<file path="src/rtl/uer_pkg.sv">
// shared types and constants for the ultrasonic echo ranger
// no dependencies
`timescale 1ns / 1ps

package uer_pkg;

    localparam int SUB_COUNT_BITS_DEF = 8;
    localparam int OVF_W              = 10;
    localparam int DIST_W             = 10;
    localparam int SCALE_W            = 16;
    localparam int TRIG_W             = 16;
    localparam int CFG_DATA_W         = 16;
    localparam int CFG_IDX_W          = 2;
    localparam int SCALE_SHIFT        = 24;

    localparam logic [DIST_W-1:0]  DIST_MAX      = 10'd1023;
    localparam logic [OVF_W-1:0]   TIMEOUT_RST   = 10'd730;
    localparam logic [SCALE_W-1:0] SCALE_RST     = 16'd17986;
    localparam logic [TRIG_W-1:0]  TRIG_RST      = 16'd240;

    localparam logic [CFG_IDX_W-1:0] CFG_TIMEOUT = 2'd0;
    localparam logic [CFG_IDX_W-1:0] CFG_SCALE   = 2'd1;
    localparam logic [CFG_IDX_W-1:0] CFG_TRIGGER = 2'd2;

    typedef struct packed {
        logic [OVF_W-1:0]   timeout_overflows;
        logic [SCALE_W-1:0] scale_reciprocal;
        logic [TRIG_W-1:0]  trigger_ticks;
    } cfg_t;

    typedef struct packed {
        logic              trigger_out;
        logic              busy_res;
        logic              distance_valid;
        logic [DIST_W-1:0] distance_cm;
        logic              timed_out;
    } res_t;

endpackage

</file>
<file path="src/rtl/uer_core.sv">
// per-tick state update: echo edge timing, free-running timer, trigger pulse
// depends on uer_pkg
`timescale 1ns / 1ps

module uer_core
    import uer_pkg::*;
#(
    parameter int SUB_COUNT_BITS = SUB_COUNT_BITS_DEF
)
(
    input  logic clk,
    input  logic rst_n,
    input  logic step,
    input  logic echo_level,
    input  logic start_request,
    input  cfg_t cfg,
    output res_t res
);

    localparam int TW = OVF_W + SUB_COUNT_BITS;
    localparam int PW = TW + SCALE_W;
    localparam int DW = PW - SCALE_SHIFT;
    localparam int CW = (DW > DIST_W) ? DW : DIST_W;

    logic [SUB_COUNT_BITS-1:0] sub_reg, sub_next;
    logic [OVF_W-1:0]          ovf_reg, ovf_next;
    logic                      busy_reg, busy_next;
    logic                      pulse_reg, pulse_next;
    logic                      prev_echo_reg;
    logic [TRIG_W-1:0]         trig_left_reg, trig_left_next;
    logic [DIST_W-1:0]         dist_reg, dist_next;

    logic [TW-1:0]     ticks;
    logic [PW-1:0]     prod;
    logic [DW-1:0]     dist_raw;
    logic [DIST_W-1:0] dist_sat;

    assign ticks    = {ovf_reg, sub_reg};
    assign prod     = PW'(ticks) * PW'(cfg.scale_reciprocal);
    assign dist_raw = prod[PW-1:SCALE_SHIFT];
    assign dist_sat = (CW'(dist_raw) > CW'(DIST_MAX)) ? DIST_MAX : DIST_W'(dist_raw);

    always_comb
    begin
        logic                      edge_hit;
        logic [SUB_COUNT_BITS-1:0] sub_a;
        logic [OVF_W-1:0]          ovf_a;
        logic [OVF_W:0]            ovf_inc;
        logic                      wrap;
        logic                      tmo;
        logic                      trig;
        logic                      meas;
        logic [TRIG_W-1:0]         tl_a;

        edge_hit = (echo_level != prev_echo_reg) && busy_reg;
        meas     = edge_hit && pulse_reg;
        sub_a    = sub_reg;
        ovf_a    = ovf_reg;
        pulse_next = pulse_reg;
        dist_next  = dist_reg;

        // echo edges
        if (edge_hit)
        begin
            ovf_a = '0;
            if (!pulse_reg)
            begin
                sub_a      = '0;
                pulse_next = 1'b1;
            end
            else
            begin
                dist_next  = dist_sat;
                pulse_next = 1'b0;
            end
        end

        // free-running timer
        sub_next  = sub_a + 1'b1;
        wrap      = &sub_a;
        ovf_inc   = {1'b0, ovf_a} + 1'b1;
        ovf_next  = ovf_a;
        busy_next = busy_reg;
        tmo       = 1'b0;
        if (wrap)
        begin
            if (ovf_inc > {1'b0, cfg.timeout_overflows})
            begin
                sub_next   = '0;
                ovf_next   = '0;
                busy_next  = 1'b0;
                pulse_next = 1'b0;
                tmo        = 1'b1;
            end
            else
            begin
                ovf_next = ovf_inc[OVF_W-1:0];
            end
        end

        // trigger pulse
        tl_a = trig_left_reg;
        if (start_request && !busy_next && (trig_left_reg == '0))
        begin
            tl_a = (cfg.trigger_ticks == '0) ? TRIG_W'(1) : cfg.trigger_ticks;
        end
        trig           = (tl_a != '0);
        trig_left_next = tl_a;
        if (trig)
        begin
            trig_left_next = tl_a - 1'b1;
            if (trig_left_next == '0)
            begin
                busy_next = 1'b1;
            end
        end

        res.trigger_out    = trig;
        res.busy_res       = busy_next || (trig_left_next != '0) || trig;
        res.distance_valid = meas;
        res.distance_cm    = dist_next;
        res.timed_out      = tmo;
    end

    always_ff @(posedge clk or negedge rst_n)
    begin
        if (!rst_n)
        begin
            sub_reg       <= '0;
            ovf_reg       <= '0;
            busy_reg      <= 1'b0;
            pulse_reg     <= 1'b0;
            prev_echo_reg <= 1'b0;
            trig_left_reg <= '0;
            dist_reg      <= '0;
        end
        else if (step)
        begin
            sub_reg       <= sub_next;
            ovf_reg       <= ovf_next;
            busy_reg      <= busy_next;
            pulse_reg     <= pulse_next;
            prev_echo_reg <= echo_level;
            trig_left_reg <= trig_left_next;
            dist_reg      <= dist_next;
        end
    end

endmodule

</file>
<file path="src/rtl/ultrasonic_echo_ranger.sv">
// an accepted item passes through the input register, then the result register
// throughput: one item per cycle, sustained while results are taken
// the tick state update and the ticks-by-reciprocal multiply happen in the same cycle
// reset: asynchronous, active low; clears counters, flags, distance and both
// handshake stages; configuration returns to 730, 17986 and 240
// top level of the ultrasonic echo ranger; depends on uer_pkg and uer_core
`timescale 1ns / 1ps

module ultrasonic_echo_ranger
    import uer_pkg::*;
#(
    parameter int SUB_COUNT_BITS = SUB_COUNT_BITS_DEF
)
(
    input  logic                  clk,
    input  logic                  rst_n,
    input  logic                  cfg_we,
    input  logic [CFG_IDX_W-1:0]  cfg_index,
    input  logic [CFG_DATA_W-1:0] cfg_data,
    input  logic                  item_valid,
    output logic                  item_ready,
    input  logic                  echo_level,
    input  logic                  start_request,
    output logic                  result_valid,
    input  logic                  result_ready,
    output logic                  trigger_out,
    output logic                  busy_res,
    output logic                  distance_valid,
    output logic [DIST_W-1:0]     distance_cm,
    output logic                  timed_out
);

    cfg_t cfg_reg;
    logic in_valid_reg;
    logic echo_reg;
    logic start_reg;
    logic out_valid_reg;
    res_t out_reg;
    res_t res;
    logic step;

    assign step       = in_valid_reg && (!out_valid_reg || result_ready);
    assign item_ready = !in_valid_reg || step;

    always_ff @(posedge clk or negedge rst_n)
    begin
        if (!rst_n)
        begin
            cfg_reg.timeout_overflows <= TIMEOUT_RST;
            cfg_reg.scale_reciprocal  <= SCALE_RST;
            cfg_reg.trigger_ticks     <= TRIG_RST;
        end
        else if (cfg_we)
        begin
            unique case (cfg_index)
                CFG_TIMEOUT: cfg_reg.timeout_overflows <= cfg_data[OVF_W-1:0];
                CFG_SCALE:   cfg_reg.scale_reciprocal  <= cfg_data[SCALE_W-1:0];
                CFG_TRIGGER: cfg_reg.trigger_ticks     <= cfg_data[TRIG_W-1:0];
                default:     cfg_reg                   <= cfg_reg;
            endcase
        end
    end

    // input register
    always_ff @(posedge clk or negedge rst_n)
    begin
        if (!rst_n)
        begin
            in_valid_reg <= 1'b0;
        end
        else if (item_valid && item_ready)
        begin
            in_valid_reg <= 1'b1;
        end
        else if (step)
        begin
            in_valid_reg <= 1'b0;
        end
    end

    always_ff @(posedge clk)
    begin
        if (item_valid && item_ready)
        begin
            echo_reg  <= echo_level;
            start_reg <= start_request;
        end
    end

    uer_core #(
        .SUB_COUNT_BITS (SUB_COUNT_BITS)
    ) u_core (
        .clk           (clk),
        .rst_n         (rst_n),
        .step          (step),
        .echo_level    (echo_reg),
        .start_request (start_reg),
        .cfg           (cfg_reg),
        .res           (res)
    );

    // result register
    always_ff @(posedge clk or negedge rst_n)
    begin
        if (!rst_n)
        begin
            out_valid_reg <= 1'b0;
        end
        else if (step)
        begin
            out_valid_reg <= 1'b1;
        end
        else if (result_ready)
        begin
            out_valid_reg <= 1'b0;
        end
    end

    always_ff @(posedge clk)
    begin
        if (step)
        begin
            out_reg <= res;
        end
    end

    assign result_valid   = out_valid_reg;
    assign trigger_out    = out_reg.trigger_out;
    assign busy_res       = out_reg.busy_res;
    assign distance_valid = out_reg.distance_valid;
    assign distance_cm    = out_reg.distance_cm;
    assign timed_out      = out_reg.timed_out;

endmodule

</file>
<file path="config.mk">
export PLATFORM = sky130hd
export DESIGN_NAME = ultrasonic_echo_ranger
export DESIGN_NICKNAME = d
export VERILOG_FILES = /design/src/rtl/uer_pkg.sv /design/src/rtl/uer_core.sv /design/src/rtl/ultrasonic_echo_ranger.sv
export SDC_FILE = /design/constraint.sdc
export NUM_CORES = 1
export LEC_CHECK = 0
export BUFFER_PORTS_ARGS = -buffer_cell sky130_fd_sc_hd__buf_2
export CORE_MARGIN = 5
export CORE_UTILIZATION = 45
export CTS_BUF_LIST = sky130_fd_sc_hd__clkbuf_4 sky130_fd_sc_hd__clkbuf_8 sky130_fd_sc_hd__clkbuf_16
export DETAILED_ROUTE_END_ITERATION = 10
export GPL_TIMING_DRIVEN = 0
export PLACE_DENSITY = 0.71
export SYNTH_ARGS = -nofsm -noshare
export SYNTH_HDL_FRONTEND = slang
export SYNTH_SLANG_ARGS = --single-unit
</file>
<file path="constraint.sdc">
create_clock -name clk -period 16 [get_ports clk]
set_input_delay 4 -clock clk [delete_from_list [all_inputs] [get_ports clk]]
set_output_delay 4 -clock clk [all_outputs]
set_load 0.05 [all_outputs]
</file>
==> results.py, run 1 <==
metrics = {
    "clock_tree": {
        "clkSlewWorstSetupHoldPaths_ns": 0.08,
        "cts_resized": 0,
        "cts_setup_buffers": 0,
        "root_buffer": "clkbuf_16",
        "numClockSinks": 107,
        "clock_latency_ns": 0.36,
        "clockBufferDepth": 2,
        "cts_tree": "done",
        "numCtsBuffers": 9,
        "hold_buffers": 0,
        "cts_max_level": 3,
    },
    "final_layout": {
        "fillers": 2915,
        "nets": 1976,
        "multi_input_area_mm2": 0.0103,
        "ff_latch_area_mm2": 0.00278,
        "final_area_mm2": 0.0154,
        "drive_above_1_share_pct": 8.54,
        "largest_register_ffs": 42,
        "fin_util_pct": 48.9,
        "insertedDiodeCount": 0,
        "syn_to_final_growth_pct": 7.15,
    },
    "min_path": {
        "hp-start": "u_core.dist_reg[8]$_DFFE_PN0P_",
        "hold_path_class": "reg -> reg",
        "holdPathEnd": "u_core.dist_reg[8]$_DFFE_PN0P_",
        "hold_depth": 2,
    },
    "floorplan": {
        "die_height_um": 189,
        "core-area_mm2": 0.0316,
        "die_w_um": 189,
        "num_rows": 65,
        "die_area_mm2": 0.0357,
        "start_util_pct": 45.6,
        "pin_count": 41,
    },
    "timing": {
        "tightestPinTransition_ns": 1.16,
        "clock-skew-final_ns": 0.0118,
        "min_period_ns": 8.51,
        "finalHoldViolations": 0,
        "fin_ws_ns": 7.49,
        "slew_headroom_pct": 22.6,
        "max_freq_mhz": 117,
        "fin_crit_sh_pct": 53.2,
        "setup_viol": 0,
        "rsz0062_at_grt": "no",
        "drv_slew": 0,
        "fin_setup_tns_ns": 0,
    },
    "yosys": {
        "ys_warn_count": 0,
        "synthTopCellsByArea": "fa_1, dfrtp_1, ha_1",
        "ys_async_sr_fraction_pct": 85.0,
        "netlist_top_cells_count": "inv_1, nand2_1, fa_1",
        "yosys.cell_count.top_type": "inv_1",
        "yosysTopAreaCellShare_pct": 30.7,
        "ys_ff_latch": 107,
        "postSynthAreaPerCell_um2": 9.24,
        "synth_edf_count": 16,
        "synth_area_leader_cell": "fa_1",
        "synth.distinct_cells": 67,
        "syn-cell-area_mm2": 0.0144,
        "ys.flop_type": "dfrtp_1",
        "syn-num-nets": 1924,
        "ys_seq_area_share_pct": 19.3,
        "syn_inst": 1559,
    },
    "grt": {
        "antenna_found_initial": 0,
        "grt_pass1_vias": 11400,
        "grt_overflow": 0,
        "grt_pass1_wl_um": 59600,
        "track_usage_pct": 20.7,
        "grt_max_degree": 47,
    },
    "placement": {
        "gp_congestion": 0.907,
        "dp_slack_ns": 7.47,
        "port_buffers": 40,
        "hpwl_um": 29300,
        "post_dp_cell_area_mm2": 0.0151,
    },
    "critical_path": {
        "r2r_slack_ns": 7.73,
        "end_kind": "output pin",
        "path_common_cell": "buf_2",
        "reg2regPathDepth": 20,
        "crit_chain": "buf_2, nand3b_1, buf_2",
        "r2r-start": "u_core.ovf_reg[3]$_DFFE_PN0P_",
        "worstPathArrival_ns": 4.51,
        "critical-path-slowest-cell": "buf_2",
        "critical_path_class": "in -> out",
        "startpoint_type": "primary input",
        "slowest_delay_ns": 0.23,
        "cp_max_fo": 3,
        "required_ns": 12.00,
        "reg2reg_to": "distance_cm[6]$_DFFE_PP_",
    },
    "detailed_routing": {
        "drt-pass1-iter-count": 5,
        "vias": 11000,
        "avgRoutedWirePerCell_um": 17.9,
        "drc": 0,
        "ant_nets": 0,
        "drt-vias-per-instance": 5.46,
        "wl_um": 36200,
        "dr.first_iter.drc_count": 627,
    },
    "outcome": {
        "status": "finished clean",
    },
    "power_and_ir_drop": {
        "ir_worst_vdd_uv": 67.3,
        "power_mw": 1.88,
        "p_leak_nw": 7.34,
        "p_per_area_mw_per_mm2": 122,
    },
    "flow_run": {
        "maxCapViolations": 0,
    },
}
metal layers:
metal	global-route usage (%)	share of wire, %
met1	29.2	44
met2	34.4	48
met3	3.12	5.6
met4	4.01	1.7
met5	0	0
critical path, delay by kind of cell:
kind,cells,cell delay (ns)
and+or+nand+nor,1,0.18
buffers and inverters,2,0.33
cell type report:
type / instances / area share (%)
multi-input cells: 1102 / 66.8
flip-flops and latches: 107 / 18.0
inverters: 277 / 6.74
well taps: 402 / 3.26
plain buffers: 73 / 1.79
clock buffers: 10 / 1.51
repair buffers: 41 / 1.49
clock inverters: 6 / 0.405
cells by family after synthesis:
logic type                 share of synthesized area (%)
buffers and inverters                               9.13
adders and majority gates                           41.1
and+or+nand+nor                                     18.1
AOI/OAI and AO/OA                                   7.70
xor gates and xnor gates                            1.28
DFF                                                 19.3
muxes                                               3.51
worst max-delay path by stage:
| stage | start | end | slack, ns | cells past startpoint |
|---|---|---|---|---|
| 2_1_floorplan | result_ready | item_ready | 7.52 | 1 |
| 3_3_place_gp | result_ready | item_ready | 7.48 | 3 |
| 3_5_place_dp | result_ready | item_ready | 7.47 | 3 |
| 4_1_cts | result_ready | item_ready | 7.47 | 3 |
| 5_1_grt | u_core.ovf_reg[3]$_DFFE_PN0P_ | distance_cm[6]$_DFFE_PP_ | 7.30 | 20 |
| 6_report | result_ready | item_ready | 7.49 | 3 |
cells in the final DEF, fill, tap and decap left out, types with 14 or more instances in the layout:
| cell type | count |
|---|---|
| ha_1 | 119 |
| and2_1 | 136 |
| dfstp_2 | 15 |
| nor2_1 | 49 |
| o21ai_0 | 41 |
| nand2_1 | 238 |
| o21ai_1 | 16 |
| clkbuf_1 | 69 |
| inv_1 | 274 |
| nand4_1 | 16 |
| a22o_1 | 14 |
| fa_1 | 221 |
| nand3_1 | 18 |
| dfrtp_1 | 76 |
| a21oi_1 | 34 |
| nor3_1 | 23 |
| buf_2 | 40 |
| mux2_2 | 44 |
| edfxtp_1 | 16 |
where the power goes:
part / total (mW) / internal [mW] / switching, mW
clock network: 0.223 / 0.111 / 0.112
logic: 1.27 / 0.510 / 0.762
registers: 0.383 / 0.327 / 0.0561
through the flow:
stage | std cells | hold slack [ns]
CTS | 2018 | 0.490
floorplan | 1559 | 0.440
detailed placement | 2002 | 0.470
finish | 2018 | 0.487
global route | 2018 | 0.521
global placement | 2001 | 0.452
No activity file was read; power rests on OpenSTA's default activity.
==> run 2, diff against run 1 <==
--- a/config.mk
+++ b/config.mk
@@ -5,6 +5,7 @@
 export SDC_FILE = /design/constraint.sdc
 export NUM_CORES = 1
 export LEC_CHECK = 0
+export ABC_AREA = 1
 export BUFFER_PORTS_ARGS = -buffer_cell sky130_fd_sc_hd__buf_2
 export CORE_MARGIN = 5
 export CORE_UTILIZATION = 45
==> constraint.sdc (replaced) <==
create_clock -name clk -period 8.09 [get_ports clk]
set_input_delay 2.0225 -clock clk [delete_from_list [all_inputs] [get_ports clk]]
set_output_delay 2.0225 -clock clk [all_outputs]
set_load 0.05 [all_outputs]
==> results.py, run 2 <==
metrics = {
    "detailed_routing": {
        "avgRoutedWirePerCell_um": 16.2,
        "wl_um": 40300,
        "vias": 12900,
        "drt-vias-per-instance": 5.19,
        "drt-pass1-iter-count": 5,
        "ant_nets": 0,
        "dr.first_iter.drc_count": 972,
        "drc": 0,
    },
    "yosys": {
        "ys_warn_count": 0,
        "syn-cell-area_mm2": 0.0153,
        "ys_ff_latch": 107,
        "ys.flop_type": "dfrtp_1",
        "yosysTopAreaCellShare_pct": 28.9,
        "ys_seq_area_share_pct": 18.1,
        "synth_edf_count": 16,
        "netlist_top_cells_count": "nand2_1, inv_1, fa_1",
        "yosys.cell_count.top_type": "nand2_1",
        "syn_inst": 1985,
        "postSynthAreaPerCell_um2": 7.71,
        "synth.distinct_cells": 53,
        "synthTopCellsByArea": "fa_1, nand2_1, dfrtp_1",
        "ys_async_sr_fraction_pct": 85.0,
        "syn-num-nets": 2350,
        "synth_area_leader_cell": "fa_1",
    },
    "grt": {
        "grt_pass1_wl_um": 66500,
        "grt_overflow": 0,
        "grt_pass1_vias": 13000,
        "antenna_found_initial": 0,
        "track_usage_pct": 21.7,
        "grt_max_degree": 67,
    },
    "timing": {
        "tightestPinTransition_ns": 0.871,
        "fin_setup_tns_ns": 0,
        "max_freq_mhz": 136,
        "setup_viol": 0,
        "rsz0062_at_grt": "no",
        "drv_slew": 0,
        "slew_headroom_pct": 41.9,
        "min_period_ns": 7.37,
        "fin_crit_sh_pct": 91.1,
        "finalHoldViolations": 0,
        "clock-skew-final_ns": 0.0136,
    },
    "final_layout": {
        "final_cell_mix": "nand2_1, inv_1, fa_1, ha_1, o21ai_0",
        "fillers": 3297,
        "final_common_cell": "nand2_1",
        "drive_above_1_share_pct": 5.93,
        "syn_to_final_growth_pct": 7.22,
        "largest_register_ffs": 42,
        "nets": 2402,
    },
    "floorplan": {
        "die_area_mm2": 0.0378,
        "die_height_um": 194,
        "core-area_mm2": 0.0335,
        "num_rows": 67,
        "die_w_um": 194,
        "pin_count": 41,
        "start_util_pct": 45.6,
    },
    "critical_path": {
        "required_ns": 8.31,
        "cp_max_fo": 10,
        "end_kind": "register",
        "worstPathArrival_ns": 7.58,
        "startpoint_type": "register",
        "critical_path_class": "reg -> reg",
    },
    "clock_tree": {
        "clkSlewWorstSetupHoldPaths_ns": 0.09,
        "numCtsBuffers": 9,
        "cts_resized": 0,
        "root_buffer": "clkbuf_16",
        "hold_buffers": 0,
        "clockBufferDepth": 2,
        "cts_setup_buffers": 0,
        "numClockSinks": 107,
        "clock_latency_ns": 0.37,
        "cts_tree": "done",
        "cts_max_level": 3,
    },
    "outcome": {
        "status": "finished clean",
    },
    "placement": {
        "hpwl_um": 33500,
        "port_buffers": 40,
        "gp_congestion": 0.943,
    },
    "flow_run": {
        "maxCapViolations": 0,
    },
    "min_path": {
        "hold_path_class": "reg -> reg",
    },
}
run 2: cell count changes after synthesis, moves of 43 or more:
cell     previous run  this run
inv_1             274       489
and2_1            136         0
o21ai_0            41        84
nand3_1            18        65
mux2_2             44         1
nand2_1           238       551
run 2: final timing paths:
| path | start | depth (start not counted) | slack, ns | to |
|---|---|---|---|---|
| setup / recovery | cfg_reg[22]$_DFFE_PN1P_ | 23 | 0.72 | u_core.dist_reg[6]$_DFFE_PN0P_ |
| min in group asynchronous | rst_n | 1 | 1.55 | cfg_reg[13]$_DFFE_PN0P_ |
| hold reg to reg | u_core.dist_reg[8]$_DFFE_PN0P_ | 2 | 0.48 | u_core.dist_reg[8]$_DFFE_PN0P_ |
| setup reg to reg | cfg_reg[22]$_DFFE_PN1P_ | 23 | 0.72 | u_core.dist_reg[6]$_DFFE_PN0P_ |
| hold / removal | u_core.dist_reg[8]$_DFFE_PN0P_ | 2 | 0.48 | u_core.dist_reg[8]$_DFFE_PN0P_ |
| max in group asynchronous | rst_n | 2 | 5.86 | cfg_reg[7]$_DFFE_PN1P_ |
run 2: kinds of logic (layout without fill, tap and decap cells):
kind of cell | Yosys count | after routing | synth area share [%]
AOI/OAI and AO/OA | 169 | 169 | 6.08
other | 0 | 1 | 0
xor gates and xnor gates | 21 | 21 | 1.20
adders and majority gates | 340 | 340 | 38.6
muxes | 4 | 4 | 0.270
DFF | 107 | 107 | 18.1
and+or+nand+nor | 758 | 758 | 21.1
buffers and inverters | 586 | 643 | 14.6
run 2: critical path: stages, from the launching register on:
cell and delay, ns:
dfstp_2 0.52, clkbuf_1 0.47, buf_1 0.51, nand2_1 0.16, fa_1 0.54, fa_1 0.44, inv_1 0.07, ha_1 0.13
inv_1 0.05, fa_1 0.55, fa_1 0.44, fa_1 0.55, inv_1 0.04, ha_1 0.28, nand2_1 0.07, o31ai_1 0.70
a21oi_1 0.21, o31ai_1 0.65, nand3_1 0.15, nand2_1 0.16, xor2_1 0.17, a21boi_0 0.15, nand2_1 0.09, o21ai_0 0.09
run 2: area by class of cell:
type | count | area, um^2 | share of cell area (%)
clock inverter | 7 | 86.3 | 0.526
sequential | 107 | 2780 | 16.9
inverter | 492 | 1850 | 11.3
clock buffer | 9 | 225 | 1.37
antenna | 1 | 2.50 | 0.0152
buffer | 94 | 392 | 2.39
timing repair buffer | 41 | 230 | 1.40
multi-input combinational | 1292 | 10300 | 62.7
tap | 448 | 561 | 3.42
run 2: per-layer routing:
metal,part of all wire [%],vias up,global-route usage [%]
li1,-,6005,-
met1,42,6390,29.9
met2,47,461,34.7
met3,7.5,70,3.36
met4,3.2,0,8.26
met5,0,-,0
run 2: per-stage QoR:
stage / instance area [um^2] / instances / hold WS (ns) / utilization (%) / setup slack (ns)
finish: 16400 / 2491 / 0.485 / 48.9 / 0.723
global route: 16400 / 2490 / 0.503 / 48.9 / 0.283
floorplan: 15300 / 1985 / 0.442 / - / 2.16
global placement: 16100 / 2473 / 0.458 / 47.9 / 0.889
CTS: 16400 / 2490 / 0.489 / 48.9 / 0.750
detailed placement: 16100 / 2474 / 0.468 / 48.0 / 0.793
Power of run 2 is not shown: default switching activity piles up to over one toggle a cycle in this logic, so the estimate is an artifact.
